[config.mk]
export PLATFORM = sky130hd
export DESIGN_NAME = vh_cell
export DESIGN_NICKNAME = d
export VERILOG_FILES = /design/src/hw/rtl/vh_pkg.sv /design/src/hw/rtl/vh_cell.sv
export SDC_FILE = /design/constraint.sdc
export NUM_CORES = 1
export LEC_CHECK = 0
export BUFFER_PORTS_ARGS = -buffer_cell sky130_fd_sc_hd__buf_2
export CORE_MARGIN = 2
export CORE_UTILIZATION = 55
export DETAILED_ROUTE_END_ITERATION = 16
export PLACE_DENSITY = 0.84
export SYNTH_ARGS = -nofsm -noshare
export SYNTH_HDL_FRONTEND = slang
export SYNTH_SLANG_ARGS = --single-unit
export TNS_END_PERCENT = 50
[constraint.sdc]
create_clock -name clk -period 5.3 [get_ports clk]
set_input_delay 0.265 -clock clk [delete_from_list [all_inputs] [get_ports clk]]
set_output_delay 0.265 -clock clk [all_outputs]
set_load 0.1 [all_outputs]
[src/hw/rtl/vh_pkg.sv]
// value histogram package: shared types, field widths and parameter defaults
// no dependencies; imported by vh_cell and value_histogram_unit
package vh_pkg;

	// fixed field widths of the transaction ports
	localparam int SAMPLE_W    = 8;
	localparam int BIN_COUNT_W = 16;

	// parameter defaults
	localparam int LOWEST_SAMPLE_DEF  = -100;
	localparam int HIGHEST_SAMPLE_DEF = 100;
	localparam int COUNT_BITS_DEF     = 16;

	// function codes of an input transaction
	localparam logic FUNC_ADD  = 1'b0;
	localparam logic FUNC_READ = 1'b1;

	// control part of the token that walks down the cell row
	typedef struct packed {
		logic vld;   // token carries a transaction
		logic rd;    // readout of one bin
		logic add;   // add of an in-range sample
		logic last;  // readout of the final bin
	} ctl_t;

endpackage

[src/hw/rtl/vh_cell.sv]
// one histogram cell: holds the counter of a single bin and passes the token on
// depends on vh_pkg (ctl_t, BIN_COUNT_W)
module vh_cell #(
	parameter int IDX_W      = 8,
	parameter int COUNT_BITS = vh_pkg::COUNT_BITS_DEF,
	parameter int CELL_IDX   = 0
) (
	input  logic                           clk,
	input  logic                           arst_n,
	input  logic                           adv,
	input  vh_pkg::ctl_t                   ctl_in,
	input  logic [IDX_W-1:0]               idx_in,
	input  logic [vh_pkg::BIN_COUNT_W-1:0] cnt_in,
	output vh_pkg::ctl_t                   ctl_out,
	output logic [IDX_W-1:0]               idx_out,
	output logic [vh_pkg::BIN_COUNT_W-1:0] cnt_out
);
	import vh_pkg::*;

	localparam logic [IDX_W-1:0] MY_IDX = IDX_W'(CELL_IDX);

	logic [COUNT_BITS-1:0]  count_q;
	ctl_t                   ctl_q;
	logic [IDX_W-1:0]       idx_q;
	logic [BIN_COUNT_W-1:0] cnt_q;
	logic                   hit;
	logic [31:0]            count_wide;

	// token addresses this bin
	assign hit        = ctl_in.vld && (idx_in == MY_IDX);
	assign count_wide = 32'(count_q);

	// bin counter: saturating add, cleared when read out
	always_ff @(posedge clk or negedge arst_n) begin
		if (!arst_n) begin
			count_q <= '0;
		end else if (adv && hit) begin
			if (ctl_in.rd) begin
				count_q <= '0;
			end else if (ctl_in.add && (count_q != {COUNT_BITS{1'b1}})) begin
				count_q <= count_q + 1'b1;
			end
		end
	end

	// token control stage
	always_ff @(posedge clk or negedge arst_n) begin
		if (!arst_n) begin
			ctl_q <= '0;
		end else if (adv) begin
			ctl_q <= ctl_in;
		end
	end

	// token payload stage, picks up the count on a readout hit
	always_ff @(posedge clk) begin
		if (adv) begin
			idx_q <= idx_in;
			if (hit && ctl_in.rd) begin
				cnt_q <= count_wide[BIN_COUNT_W-1:0];
			end else begin
				cnt_q <= cnt_in;
			end
		end
	end

	assign ctl_out = ctl_q;
	assign idx_out = idx_q;
	assign cnt_out = cnt_q;

endmodule
==> flow_summary.ini <==
[final_layout]
fin_nets = 247
antenna_cells = 0
syn2layout_area_growth_pct = 20.97
stdcell_count = 264
layout.cell_area.non_filler_sq_um = 2497
drive_gt1_share_pct = 42.13
nFillCells = 284

[timing]
fin_crit_sh_pct = 45.05
hold_violations = 0
clock.fmax_mhz = 418.8
slew_headroom_pct = 38.54
rsz0062_at_grt = false
setup_viol = 0
fin_skew_ps = 4.561
tns_ps = 0
worst_pin_slew_ps = 919.1
slew_viol_final = 0
whs_ps = 160.8
final.min_clock_period_ps = 2387

[clock_network]
cts_hold_buffers = 1
post-cts-setup-buffers = 0
cts_resized = 0
cts.sinks = 44
insertion_delay_ps = 290
h-tree-depth = 2
cts_root_buffer = clkbuf_8
cts_made_buffers = 5
clk_pin_slew_ps = 80
clock_path_buffers = 2
cts_tree = done

[yosys]
avgSynthCellArea_sq_um = 13.15
synth.most_common_cell = edfxtp_1
netlist_instances = 157
synth_area_sq_um = 2064
synth_nets = 189
async_flop_share_pct = 45.45
ys_seq_area_share_pct = 59.15
synth.top_cells.by_area = edfxtp_1 (35%), dfrtp_1 (24%), mux2_2 (12%)
netlist-cell-type-count = 39
synth.top_cell.area_share_pct = 34.91
synth_commonest_cells = edfxtp_1 (24), mux2_2 (22), dfrtp_1 (20)
yosysTopAreaCell = edfxtp_1
synth_seq_cells = 44
synth_edf_count = 24
synth_warnings = 0
ys.flop_type = edfxtp_1

[critical_path]
crit_required_ps = 5480
cpPeakStageDelay_ps = 690
crit_path_start_kind = register
end_kind = register
crit_type = register to register
slowest_stage = or4_4
cp_max_fo = 16
crit_chain = nand4_1 -> or4_4 -> o21ai_4 -> mux2_2
crit_arrival_ps = 2570

[global_route]
grt-ovfl-total = 0
grt_max_degree = 30
grt_usage_pct = 21.88
grt_pass1_vias = 1488
grt_pass1_wl_mm = 6.948
antenna_found_initial = 0

[floorplanning]
ios = 59
start_util_pct = 56.82
row_count = 22
design.die.area_sq_um = 4260
die_w_microns = 65.27
coreArea_sq_um = 3633
die-height_microns = 65.27

[place]
dp_hpwl_mm = 3.016
dpl_cell_area_sq_um = 2376
place.port_buffers = 58
dp_cells = 255
gp_congestion = 0.8436

[detailed_routing]
drt-pass1-iter-count = 4
drc = 0
drt_iter0_markers = 112
ant_nets = 0
wl_per_cell_microns = 15.96
via_per_inst = 5.860
num_vias = 1547
wl_mm = 4.213

[worst_hold_path]
hp-class = input pin to register

[power]
p_per_area_nw_per_um2 = 327.1
p_total_mw = 0.8169
vdd_drop_max_mv = 0.1821
leakagePower_nw = 1.025

[flow_run]
maxCapViolations = 0

[status]
status = completed
critical path, delay by kind of cell, from the launching register on:
family           cells  cell delay [ps]
flip-flops           1              430
AND/OR/NAND/NOR      2             1050
multiplexers         1              390
AO/OA/AOI/OAI        1              400
through the flow:
| step | utilization, % | worst slack [ps] |
|---|---|---|
| 3_3_place_gp | 65.39 | 3004 |
| 3_5_place_dp | 65.39 | 2920 |
| 4_1_cts | 68.73 | 2922 |
| 5_1_grt | 68.73 | 2721 |
| 2_1_floorplan | - | 3384 |
| 6_report | 68.73 | 2913 |
path summary, 6_finish.rpt:
kind	from	to	slack (ps)	cells past startpoint
worst max-delay path	count_q[4]	count_q[1]	2910	4
worst min-delay path	idx_in[0]	idx_out[0]	160	1
worst max register to register	count_q[4]	count_q[1]	2910	4
worst min register to register	ctl_out[2]	ctl_out[2]	510	1
max in group asynchronous	arst_n	count_q[13]	4520	2
min in group asynchronous	arst_n	count_q[4]	450	2
routing by layer:
layer / vias up / global-route usage [%] / routed length [microns]
met2: 59 / 37.88 / 2128
met3: 8 / 4.966 / 278
met4: 0 / 7.813 / 69
li1: 735 / - / -
met5: - / 0 / 0
met1: 745 / 26.89 / 1737
cell type report:
class,instances,area (sq um),area share (%)
inverters,1,3.754,0.1503
repair buffers,59,300.3,12.02
clock inverters,3,42.54,1.703
well taps,48,60.06,2.405
clock buffers,5,68.82,2.756
multi-input cells,104,800.8,32.06
flip-flops and latches,44,1221,48.90
logic make-up after synthesis:
| family | count (synthesis) | share of synthesized area, % |
|---|---|---|
| AOI/OAI and AO/OA | 31 | 11.51 |
| buffers and inverters | 9 | 2.060 |
| DFF | 44 | 59.15 |
| and+or+nand+nor | 50 | 14.67 |
| muxes | 22 | 12.00 |
| adders and majority gates | 1 | 0.6060 |
layout by cell type, fill, tap and decap left out, types with 2 or more instances in the layout:
| cell | netlist | routed |
|---|---|---|
| nor4_1 | 4 | 4 |
| o21a_1 | 2 | 2 |
| and2_1 | 2 | 2 |
| or3_1 | 3 | 3 |
| nor2b_1 | 2 | 2 |
| nor2_1 | 6 | 6 |
| clkbuf_8 | 0 | 5 |
| nor3_1 | 4 | 4 |
| a22o_1 | 4 | 4 |
| nand4_1 | 7 | 7 |
| edfxtp_1 | 24 | 24 |
| a21oi_1 | 3 | 3 |
| nor3b_1 | 3 | 3 |
| nand3_1 | 3 | 3 |
| buf_2 | 1 | 58 |
| mux2_2 | 22 | 22 |
| nor4b_1 | 3 | 3 |
| o21ai_0 | 7 | 7 |
| a211o_1 | 4 | 4 |
| nand2_1 | 6 | 6 |
| dfrtp_1 | 20 | 20 |
| nand2b_1 | 2 | 2 |
| o2bb2ai_1 | 4 | 4 |
power by group:
| part | internal (mW) | total (mW) | switching (mW) |
|---|---|---|---|
| clock | 0.139 | 0.248 | 0.108 |
| sequential | 0.381 | 0.386 | 0.00533 |
| combinational | 0.0285 | 0.183 | 0.154 |
| total | 0.549 | 0.817 | 0.268 |
registers in the layout, indices dropped and copies added, names as in the netlist:
name     cells
count_q     16
cnt_out     16
idx_out      8
ctl_out      4
(Power assumes the default switching activity.)
